--- src/rtl/rts_pkg.sv ---
package rts_pkg;

  // fixed-point widths of the statistic datapath
  localparam int Q_W    = 64;  // Q.32 intermediates
  localparam int MB_W   = 33;  // multiplier operand b
  localparam int PROD_W = 97;  // Q_W + MB_W
  localparam int DIVN_W = 97;  // dividend bits
  localparam int DIVD_W = 34;  // divisor bits
  localparam int ROOT_W = 32;
  localparam int Z_W    = 28;
  localparam int ST_W   = 2;

  localparam logic [Z_W-1:0] Z_MAX = '1;
  localparam logic [Q_W-1:0] ONE_Q32 = 64'h0000_0001_0000_0000;

  // status codes
  localparam logic [ST_W-1:0] ST_OK       = 2'd0;
  localparam logic [ST_W-1:0] ST_SHORT    = 2'd1;
  localparam logic [ST_W-1:0] ST_FLAT     = 2'd2;
  localparam logic [ST_W-1:0] ST_OVERFLOW = 2'd3;

  typedef enum logic [3:0] {
    S_IDLE,
    S_LEN,
    S_MUL_P,
    S_CHK,
    S_DIV_Q,
    S_DIV_R,
    S_MUL_V,
    S_SQRT,
    S_DIV_Z
  } rts_state_t;

endpackage

--- src/rtl/rts_mul.sv ---
// shift-add multiplier, one bit of b per cycle
module rts_mul #(
  parameter int A_W = 64,
  parameter int B_W = 33
) (
  input  logic               clk,
  input  logic               rst_n,
  input  logic               start,
  input  logic [A_W-1:0]     a,
  input  logic [B_W-1:0]     b,
  output logic               done,
  output logic [A_W+B_W-1:0] prod
);

  localparam int CW = $clog2(B_W + 1);

  logic               busy_r, busy_nxt;
  logic               done_r, done_nxt;
  logic [CW-1:0]      cnt_r, cnt_nxt;
  logic [A_W-1:0]     a_r, a_nxt;
  logic [A_W+B_W-1:0] acc_r, acc_nxt;
  logic [A_W:0]       sum;

  // add a into the high half when the low bit is set, then shift right
  always_comb begin
    busy_nxt = busy_r;
    done_nxt = 1'b0;
    cnt_nxt  = cnt_r;
    a_nxt    = a_r;
    acc_nxt  = acc_r;
    sum      = {1'b0, acc_r[A_W+B_W-1:B_W]} + (acc_r[0] ? {1'b0, a_r} : '0);
    if (start) begin
      busy_nxt = 1'b1;
      cnt_nxt  = '0;
      a_nxt    = a;
      acc_nxt  = {{A_W{1'b0}}, b};
    end else if (busy_r) begin
      acc_nxt = {sum, acc_r[B_W-1:1]};
      cnt_nxt = cnt_r + 1'b1;
      if (cnt_r == CW'(B_W - 1)) begin
        busy_nxt = 1'b0;
        done_nxt = 1'b1;
      end
    end
  end

  always_ff @(posedge clk) begin
    if (!rst_n) begin
      busy_r <= 1'b0;
      done_r <= 1'b0;
    end else begin
      busy_r <= busy_nxt;
      done_r <= done_nxt;
    end
    cnt_r <= cnt_nxt;
    a_r   <= a_nxt;
    acc_r <= acc_nxt;
  end

  assign done = done_r;
  assign prod = acc_r;

endmodule

--- src/rtl/rts_div.sv ---
// restoring divider, one quotient bit per cycle
module rts_div #(
  parameter int NUM_W = 97,
  parameter int DEN_W = 34
) (
  input  logic             clk,
  input  logic             rst_n,
  input  logic             start,
  input  logic [NUM_W-1:0] num,
  input  logic [DEN_W-1:0] den,
  output logic             done,
  output logic [NUM_W-1:0] quot
);

  localparam int CW = $clog2(NUM_W + 1);

  logic             busy_r, busy_nxt;
  logic             done_r, done_nxt;
  logic [CW-1:0]    cnt_r, cnt_nxt;
  logic [DEN_W-1:0] den_r, den_nxt;
  logic [DEN_W-1:0] rem_r, rem_nxt;
  logic [NUM_W-1:0] quo_r, quo_nxt;
  logic [DEN_W:0]   trial;
  logic [DEN_W:0]   diff;
  logic             ge;

  // dividend bits shift out the top, quotient bits shift in the bottom
  always_comb begin
    busy_nxt = busy_r;
    done_nxt = 1'b0;
    cnt_nxt  = cnt_r;
    den_nxt  = den_r;
    rem_nxt  = rem_r;
    quo_nxt  = quo_r;
    trial    = {rem_r, quo_r[NUM_W-1]};
    diff     = trial - {1'b0, den_r};
    ge       = trial >= {1'b0, den_r};
    if (start) begin
      busy_nxt = 1'b1;
      cnt_nxt  = '0;
      den_nxt  = den;
      rem_nxt  = '0;
      quo_nxt  = num;
    end else if (busy_r) begin
      rem_nxt = ge ? diff[DEN_W-1:0] : trial[DEN_W-1:0];
      quo_nxt = {quo_r[NUM_W-2:0], ge};
      cnt_nxt = cnt_r + 1'b1;
      if (cnt_r == CW'(NUM_W - 1)) begin
        busy_nxt = 1'b0;
        done_nxt = 1'b1;
      end
    end
  end

  always_ff @(posedge clk) begin
    if (!rst_n) begin
      busy_r <= 1'b0;
      done_r <= 1'b0;
    end else begin
      busy_r <= busy_nxt;
      done_r <= done_nxt;
    end
    cnt_r <= cnt_nxt;
    den_r <= den_nxt;
    rem_r <= rem_nxt;
    quo_r <= quo_nxt;
  end

  assign done = done_r;
  assign quot = quo_r;

endmodule

--- src/rtl/rts_sqrt.sv ---
// integer square root, two radicand bits per cycle
module rts_sqrt
  import rts_pkg::*;
(
  input  logic              clk,
  input  logic              rst_n,
  input  logic              start,
  input  logic [Q_W-1:0]    v,
  output logic              done,
  output logic [ROOT_W-1:0] root
);

  localparam int CW = $clog2(ROOT_W + 1);

  logic              busy_r, busy_nxt;
  logic              done_r, done_nxt;
  logic [CW-1:0]     cnt_r, cnt_nxt;
  logic [Q_W-1:0]    v_r, v_nxt;
  logic [ROOT_W+2:0] rem_r, rem_nxt;
  logic [ROOT_W-1:0] root_r, root_nxt;
  logic [ROOT_W+2:0] sh;
  logic [ROOT_W+2:0] trial;
  logic              ge;

  always_comb begin
    busy_nxt = busy_r;
    done_nxt = 1'b0;
    cnt_nxt  = cnt_r;
    v_nxt    = v_r;
    rem_nxt  = rem_r;
    root_nxt = root_r;
    sh       = {rem_r[ROOT_W:0], v_r[Q_W-1:Q_W-2]};
    trial    = {1'b0, root_r, 2'b01};
    ge       = sh >= trial;
    if (start) begin
      busy_nxt = 1'b1;
      cnt_nxt  = '0;
      v_nxt    = v;
      rem_nxt  = '0;
      root_nxt = '0;
    end else if (busy_r) begin
      rem_nxt  = ge ? sh - trial : sh;
      root_nxt = {root_r[ROOT_W-2:0], ge};
      v_nxt    = {v_r[Q_W-3:0], 2'b00};
      cnt_nxt  = cnt_r + 1'b1;
      if (cnt_r == CW'(ROOT_W - 1)) begin
        busy_nxt = 1'b0;
        done_nxt = 1'b1;
      end
    end
  end

  always_ff @(posedge clk) begin
    if (!rst_n) begin
      busy_r <= 1'b0;
      done_r <= 1'b0;
    end else begin
      busy_r <= busy_nxt;
      done_r <= done_nxt;
    end
    cnt_r  <= cnt_nxt;
    v_r    <= v_nxt;
    rem_r  <= rem_nxt;
    root_r <= root_nxt;
  end

  assign done = done_r;
  assign root = root_r;

endmodule

--- src/rtl/runs_test_statistic_unit.sv ---
// Runs test over a stream of symbol bytes. Symbols are taken one per cycle
// while a sequence is open; the item flagged last closes it and starts the
// bit-serial evaluation of |z| through a shared shift-add multiplier, a shared
// restoring divider and a square-root unit, during which no item is accepted.
// The result is registered from state S_LEN when the sequence is too short,
// from S_CHK on zero spread, from S_SQRT when the root truncates to zero,
// and from S_DIV_Z in the full case, which is spent mostly in the three
// 97-step divisions. The result sits in an output register;
// further symbols of the next sequence are taken while it waits, but its
// last item waits until the previous result is taken.
module runs_test_statistic_unit
  import rts_pkg::*;
#(
  parameter int COUNT_BITS = 20
) (
  input  logic            clk,
  input  logic            rst_n,
  input  logic            in_valid,
  output logic            in_ready,
  input  logic [7:0]      in_symbol,
  input  logic            in_last,
  output logic            out_valid,
  input  logic            out_ready,
  output logic [Z_W-1:0]  out_z_magnitude,
  output logic [ST_W-1:0] out_status
);

  localparam int N_W = COUNT_BITS + 1;
  localparam logic [COUNT_BITS-1:0] CNT_MAX = '1;

  rts_state_t state_r, state_nxt;

  logic [7:0]            prev_r;
  logic                  started_r, class_r, ovf_r;
  logic [COUNT_BITS-1:0] n0_r, n1_r, runs_r;
  logic [Q_W-1:0]        q_r, q_nxt;
  logic                  out_valid_r;
  logic [Z_W-1:0]        z_r;
  logic [ST_W-1:0]       st_r;

  logic                  in_acc, flip, cls;
  logic [N_W-1:0]        n_sum;
  logic [Q_W-1:0]        p_val, rq, d_val;
  logic [COUNT_BITS-1:0] runs_m1;

  logic                  mul_start, mul_done;
  logic [Q_W-1:0]        mul_a;
  logic [MB_W-1:0]       mul_b;
  logic [PROD_W-1:0]     mul_prod;
  logic                  div_start, div_done;
  logic [DIVN_W-1:0]     div_num, div_quot;
  logic [DIVD_W-1:0]     div_den;
  logic                  sqrt_start, sqrt_done;
  logic [ROOT_W-1:0]     sqrt_root;

  logic                  fin;
  logic [Z_W-1:0]        fin_z;
  logic [ST_W-1:0]       fin_st;
  logic [ST_W-1:0]       flat_st;

  assign in_ready = (state_r == S_IDLE) && !(out_valid_r && in_last);
  assign in_acc   = in_valid && in_ready;
  assign flip     = in_symbol != prev_r;
  assign cls      = class_r ^ flip;

  // datapath terms
  assign n_sum   = {1'b0, n0_r} + {1'b0, n1_r};
  assign p_val   = mul_prod[Q_W-1:0];
  assign runs_m1 = runs_r - 1'b1;
  assign rq      = Q_W'(runs_m1) << 32;
  assign d_val   = (rq >= q_r) ? rq - q_r : q_r - rq;
  assign flat_st = ovf_r ? ST_OVERFLOW : ST_FLAT;

  // next state
  always_comb begin
    state_nxt = state_r;
    unique case (state_r)
      S_IDLE:  if (in_acc && in_last) state_nxt = S_LEN;
      S_LEN:   state_nxt = (n_sum < N_W'(2)) ? S_IDLE : S_MUL_P;
      S_MUL_P: if (mul_done) state_nxt = S_CHK;
      S_CHK: begin
        if (p_val == '0 || {1'b0, p_val, 1'b0} == 66'(n_sum)) state_nxt = S_IDLE;
        else state_nxt = S_DIV_Q;
      end
      S_DIV_Q: if (div_done) state_nxt = S_DIV_R;
      S_DIV_R: if (div_done) state_nxt = S_MUL_V;
      S_MUL_V: if (mul_done) state_nxt = S_SQRT;
      S_SQRT: begin
        if (sqrt_done) state_nxt = (sqrt_root == '0) ? S_IDLE : S_DIV_Z;
      end
      S_DIV_Z: if (div_done) state_nxt = S_IDLE;
      default: state_nxt = S_IDLE;
    endcase
  end

  // unit launches and result selection
  always_comb begin
    mul_start  = 1'b0;
    mul_a      = Q_W'(n0_r);
    mul_b      = MB_W'(n1_r);
    div_start  = 1'b0;
    div_num    = {p_val, 33'd0};
    div_den    = DIVD_W'(n_sum);
    sqrt_start = 1'b0;
    fin        = 1'b0;
    fin_z      = '0;
    fin_st     = flat_st;
    q_nxt      = q_r;
    unique case (state_r)
      S_IDLE: ;
      S_LEN: begin
        if (n_sum < N_W'(2)) begin
          fin    = 1'b1;
          fin_st = ST_SHORT;
        end else begin
          mul_start = 1'b1;
        end
      end
      S_MUL_P: ;
      S_CHK: begin
        if (p_val == '0 || {1'b0, p_val, 1'b0} == 66'(n_sum)) fin = 1'b1;
        else div_start = 1'b1;
      end
      S_DIV_Q: begin
        q_nxt   = div_quot[Q_W-1:0];
        div_num = DIVN_W'(div_quot[Q_W-1:0] - ONE_Q32);
        div_den = DIVD_W'(n_sum - 1'b1);
        if (div_done) div_start = 1'b1;
        else q_nxt = q_r;
      end
      S_DIV_R: begin
        mul_a = q_r;
        mul_b = div_quot[MB_W-1:0];
        if (div_done) mul_start = 1'b1;
      end
      S_MUL_V: if (mul_done) sqrt_start = 1'b1;
      S_SQRT: begin
        div_num = DIVN_W'(d_val);
        div_den = DIVD_W'(sqrt_root);
        if (sqrt_done) begin
          if (sqrt_root == '0) fin = 1'b1;
          else div_start = 1'b1;
        end
      end
      S_DIV_Z: begin
        fin_z  = (div_quot[DIVN_W-1:Z_W] != '0) ? Z_MAX : div_quot[Z_W-1:0];
        fin_st = ovf_r ? ST_OVERFLOW : ST_OK;
        fin    = div_done;
      end
      default: ;
    endcase
  end

  // sequence counters, state and output register
  always_ff @(posedge clk) begin
    if (!rst_n) begin
      state_r     <= S_IDLE;
      started_r   <= 1'b0;
      class_r     <= 1'b0;
      ovf_r       <= 1'b0;
      n0_r        <= '0;
      n1_r        <= '0;
      runs_r      <= '0;
      prev_r      <= '0;
      out_valid_r <= 1'b0;
    end else begin
      state_r <= state_nxt;
      if (out_valid_r && out_ready) out_valid_r <= 1'b0;
      if (in_acc) begin
        prev_r <= in_symbol;
        if (!started_r) begin
          started_r <= 1'b1;
          class_r   <= 1'b0;
          n0_r      <= COUNT_BITS'(1);
          n1_r      <= '0;
          runs_r    <= COUNT_BITS'(1);
          ovf_r     <= 1'b0;
        end else begin
          class_r <= cls;
          if (flip && runs_r != CNT_MAX) runs_r <= runs_r + 1'b1;
          if (!cls && n0_r != CNT_MAX) n0_r <= n0_r + 1'b1;
          if (cls && n1_r != CNT_MAX) n1_r <= n1_r + 1'b1;
          // any counter pinned at its top marks the sequence
          if ((flip && runs_r == CNT_MAX) || (!cls && n0_r == CNT_MAX) ||
              (cls && n1_r == CNT_MAX)) ovf_r <= 1'b1;
        end
      end
      if (fin) begin
        out_valid_r <= 1'b1;
        started_r   <= 1'b0;
        class_r     <= 1'b0;
        ovf_r       <= 1'b0;
        n0_r        <= '0;
        n1_r        <= '0;
        runs_r      <= '0;
        prev_r      <= '0;
      end
    end
    q_r <= q_nxt;
    if (fin) begin
      z_r  <= fin_z;
      st_r <= fin_st;
    end
  end

  rts_mul #(.A_W(Q_W), .B_W(MB_W)) u_mul (
    .clk   (clk),
    .rst_n (rst_n),
    .start (mul_start),
    .a     (mul_a),
    .b     (mul_b),
    .done  (mul_done),
    .prod  (mul_prod)
  );

  rts_div #(.NUM_W(DIVN_W), .DEN_W(DIVD_W)) u_div (
    .clk   (clk),
    .rst_n (rst_n),
    .start (div_start),
    .num   (div_num),
    .den   (div_den),
    .done  (div_done),
    .quot  (div_quot)
  );

  rts_sqrt u_sqrt (
    .clk   (clk),
    .rst_n (rst_n),
    .start (sqrt_start),
    .v     (mul_prod[Q_W+31:32]),
    .done  (sqrt_done),
    .root  (sqrt_root)
  );

  assign out_valid       = out_valid_r;
  assign out_z_magnitude = z_r;
  assign out_status      = st_r;

endmodule

--- config.mk ---
export PLATFORM = sky130hd
export DESIGN_NAME = runs_test_statistic_unit
export DESIGN_NICKNAME = d
export VERILOG_FILES = /design/src/rtl/rts_pkg.sv /design/src/rtl/rts_mul.sv /design/src/rtl/rts_div.sv /design/src/rtl/rts_sqrt.sv /design/src/rtl/runs_test_statistic_unit.sv
export SDC_FILE = /design/constraint.sdc
export NUM_CORES = 2
export LEC_CHECK = 0
export ABC_CLOCK_PERIOD_IN_PS = 6200
export BUFFER_PORTS_ARGS = -buffer_cell sky130_fd_sc_hd__buf_2
export CORE_MARGIN = 8
export CORE_UTILIZATION = 40
export CTS_BUF_LIST = sky130_fd_sc_hd__clkbuf_4 sky130_fd_sc_hd__clkbuf_8
export CTS_CLUSTER_DIAMETER = 150
export DETAILED_ROUTE_END_ITERATION = 8
export GPL_TIMING_DRIVEN = 0
export PLACE_DENSITY_LB_ADDON = 0.05
export SYNTH_ARGS = -nofsm -noshare
export SYNTH_HDL_FRONTEND = slang
export SYNTH_SLANG_ARGS = --single-unit
--- constraint.sdc ---
create_clock -name clk -period 6.2 [get_ports clk]
set_clock_uncertainty 0.05 [all_clocks]
set_input_delay 1.24 -clock clk [delete_from_list [all_inputs] [get_ports clk]]
set_output_delay 1.24 -clock clk [all_outputs]
set_load 0.02 [all_outputs]
==> impl_metrics.json <==
{
  "run_status": "completed",
  "cp_max_fo": 42,
  "period_share_pct": 95.4,
  "drcViolationCount": 0,
  "synth.yosys.seq_area_share_pct": 41.1,
  "placed_instance_area_um2": 43000,
  "grt_first_pass_wirelength_um": 217000,
  "synth_warnings": 0,
  "globalRouteTotalUtil_pct": 24.9,
  "post_cts_hold_buffer_count": 0,
  "worst_slack_ns": 0.286,
  "worst-slew-pin-transition_ns": 1.37,
  "post_route_cells_drive_above_1_share_pct": 7.76,
  "slew_viol_final": 0,
  "horizontal_die_dimension_um": 336,
  "synth_cell_types": 94,
  "clock_path_buffers": 3,
  "synth_top_cells_by_area": "edfxtp_1 28%, dfxtp_1 13%, ha_1 6.2%",
  "antenna_found_initial": 12,
  "worstPathRequired_ns": 6.54,
  "maxCapViolCount": 0,
  "yosys_register_bits": 649,
  "fmax_mhz": 169,
  "synth-edff-count": 385,
  "drt_pass1_iterations": 6,
  "htreeDepth": 3,
  "clkSinkCount": 649,
  "vertical_die_dimension_um": 336,
  "final_cell_area_um2": 45700,
  "vdd_ir_drop_max_mv": 0.188,
  "clock-root-buffer": "clkbuf_8",
  "drt-wirelength-per-cell_um": 22.9,
  "worst-setup-path-type": "flop to flop",
  "synthCells": 4655,
  "routed_wl_um": 144000,
  "arrival_time_of_the_worst_setup_path_ns": 6.26,
  "finish.net_count": 5045,
  "design.portCount": 45,
  "synth.most_common_cell": "nand2_1",
  "cts-buffers-inserted": 119,
  "holdCritPathClass": "flop to flop",
  "maxSlewHeadroom_pct": 8.03,
  "via_count_of_the_routed_design": 35600,
  "critical_path.startpoint_type": "flop",
  "post_synth_most_frequent_cells": "607 x nand2_1, 446 x nor2_1, 385 x edfxtp_1, 362 x a21oi_1, 282 x o21ai_0",
  "io_buffers": 44,
  "preCtsSetupSlack_ns": -1.24,
  "power.density_cell_area_nw_per_um2": 272,
  "die-area_um2": 113000,
  "ys.flop_type": "edfxtp_1",
  "worst_hold_path.num_cells": 2,
  "post-synth-top-area-fraction_pct": 28.2,
  "crit_path_end_kind": "flop",
  "rr_worst_depth": 16,
  "route.antenna.remaining_nets": 0,
  "number_of_global_route_vias_before_repair": 34500,
  "row_count": 117,
  "grt_start_max_net_pins": 65,
  "leakagePower_nw": 18.2,
  "detailed_place_hpwl_um": 111000,
  "syn-num-nets": 4875,
  "rsz_0062_raised_after_global_routing": "yes",
  "area.growth.synth_to_final_pct": 11.6,
  "hold_violations": 0,
  "gpl.final_weighted_congestion": 0.940,
  "vias_per_cell": 5.65,
  "netlist.top_cell.by_area": "edfxtp_1",
  "worst_skew_pair.late_latency_ns": 0.83,
  "cts_tree": "yes",
  "dr.first_iter.drc_count": 2850,
  "synth.cell_area_um2": 41000,
  "path_clk_slew_ns": 0.06,
  "setup_viol_count_final": 0,
  "layout_min_cycle_time_ns": 5.91,
  "syn-mean-instance-area_um2": 8.80,
  "initial_core_util_pct": 40.3,
  "globalRoute.totalOverflow": 0,
  "asyncSetResetFlopFracSynth_pct": 0,
  "core_area_um2": 102000
}
worst paths after layout:
check,startpoint,endpoint,slack [ns]
min reg2reg,u_div.rem_r[14]$_SDFFE_PP0P_,u_div.rem_r[15]$_SDFFE_PP0P_,0.43
max reg2reg,n1_r[0]$_SDFFE_PP0P_,u_div.den_r[19]$_DFFE_PP_,0.29
min,u_div.rem_r[14]$_SDFFE_PP0P_,u_div.rem_r[15]$_SDFFE_PP0P_,0.43
max,n1_r[0]$_SDFFE_PP0P_,u_div.den_r[19]$_DFFE_PP_,0.29
layout by cell type (no fill, tap or decap), types with 28 or more instances in the layout:
| cell type | netlist | final |
|---|---|---|
| nand2_1 | 607 | 607 |
| nor2_1 | 446 | 445 |
| edfxtp_1 | 385 | 385 |
| a21oi_1 | 362 | 361 |
| o21ai_0 | 282 | 281 |
| dfxtp_1 | 264 | 264 |
| ha_1 | 203 | 203 |
| clkbuf_1 | 208 | 198 |
| inv_1 | 182 | 180 |
| xor2_1 | 158 | 157 |
| xnor2_1 | 145 | 140 |
| clkbuf_8 | 0 | 133 |
| mux2i_1 | 116 | 116 |
| nand3_1 | 95 | 95 |
| a21o_1 | 93 | 93 |
| and3_1 | 88 | 88 |
| nor3_1 | 86 | 86 |
| and2_1 | 84 | 83 |
| nand4_1 | 78 | 78 |
| nor4_1 | 69 | 69 |
| buf_2 | 23 | 67 |
| o21a_1 | 62 | 62 |
| o31ai_1 | 52 | 52 |
| nand2b_1 | 42 | 40 |
| a31oi_1 | 39 | 38 |
| clkbuf_4 | 0 | 38 |
| a221oi_1 | 35 | 35 |
| nor2b_1 | 34 | 34 |
| o21bai_1 | 28 | 28 |
power by group:
group | internal (mW) | leakage [nW] | switching [mW]
registers | 4.87 | 5.75 | 0.332
logic | 1.03 | 11.1 | 1.79
clock network | 2.46 | 1.36 | 1.96
total | 8.36 | 18.2 | 4.08
worst max-delay path: stages (launching register included):
cell and delay, ns:
dfxtp_1 0.63, ha_1 0.28, inv_1 0.06, fa_1 0.40, nand2b_1 0.20, a21oi_2 0.35
o22ai_1 0.25, o21ai_0 0.24, xor2_1 0.52, xor2_1 0.12, or4_1 0.50, or4_4 0.57
a31oi_4 0.32, buf_6 0.28, inv_2 0.08, buf_6 0.17, buf_2 0.46
metrics by stage:
stage	setup TNS, ns	cells	total power [mW]	hold WS (ns)	utilization [%]
4_1_cts	0	6289	12.5	0.429	44.9
5_1_grt	-0.0724	6293	13.1	0.458	45.0
6_report	0	6293	12.4	0.429	45.0
2_1_floorplan	0	4655	7.21	0.373	-
3_5_place_dp	-120.67	6070	8.04	0.432	42.3
3_3_place_gp	-388.26	6067	8.04	0.427	42.2
area by class of cell:
class,count,area [µm²]
Clock buffer,171,2120
Timing Repair Buffer,49,323
Fill cell,10400,55900
Buffer,258,1060
Clock inverter,47,434
Sequential cell,649,16800
Inverter,185,701
Multi-Input combinational cell,3562,22500
Tap cell,1368,1710
Timing Repair inverter,1,7.51
Antenna cell,3,7.51
what timing repair did:
item | in CTS | in global routing
resized for setup | 17 | 22
pin swaps | 1 | 0
endpoints found under the setup margin | 284 | 277
gates cloned | 1 | 0
setup buffers | 1 | 1
layer usage:
metal,track usage (%),vias to the layer above,wire (µm)
met5,0,-,25
met3,3.54,238,8390
met2,39.8,1002,64500
met4,7.74,4,4580
met1,34.8,17100,66700
li1,-,17200,-
sequential cells by signal, indices dropped and copies added, names as in the netlist, 20 cells and up:
name	flops
q_r	64
u_div.den_r	33
u_mul.a_r	64
n0_r	20
u_mul.prod	97
u_sqrt.root	32
u_div.rem_r	34
out_z_magnitude	28
runs_r	20
u_sqrt.v_r	64
u_div.quot	97
u_sqrt.rem_r	33
n1_r	20
logic make-up (layout without fill, tap and decap cells):
group / count (synthesis) / count (layout) / synth area share (%)
mux: 137 / 137 / 3.41
xor+xnor: 306 / 306 / 6.61
fa+ha+maj: 207 / 207 / 6.40
compound gates: 1174 / 1174 / 18.3
buf+inv: 444 / 711 / 4.25
other cells: 0 / 3 / 0
flops: 649 / 649 / 41.1
simple gates: 1738 / 1738 / 19.9
Power figures use the tool's default switching activity.
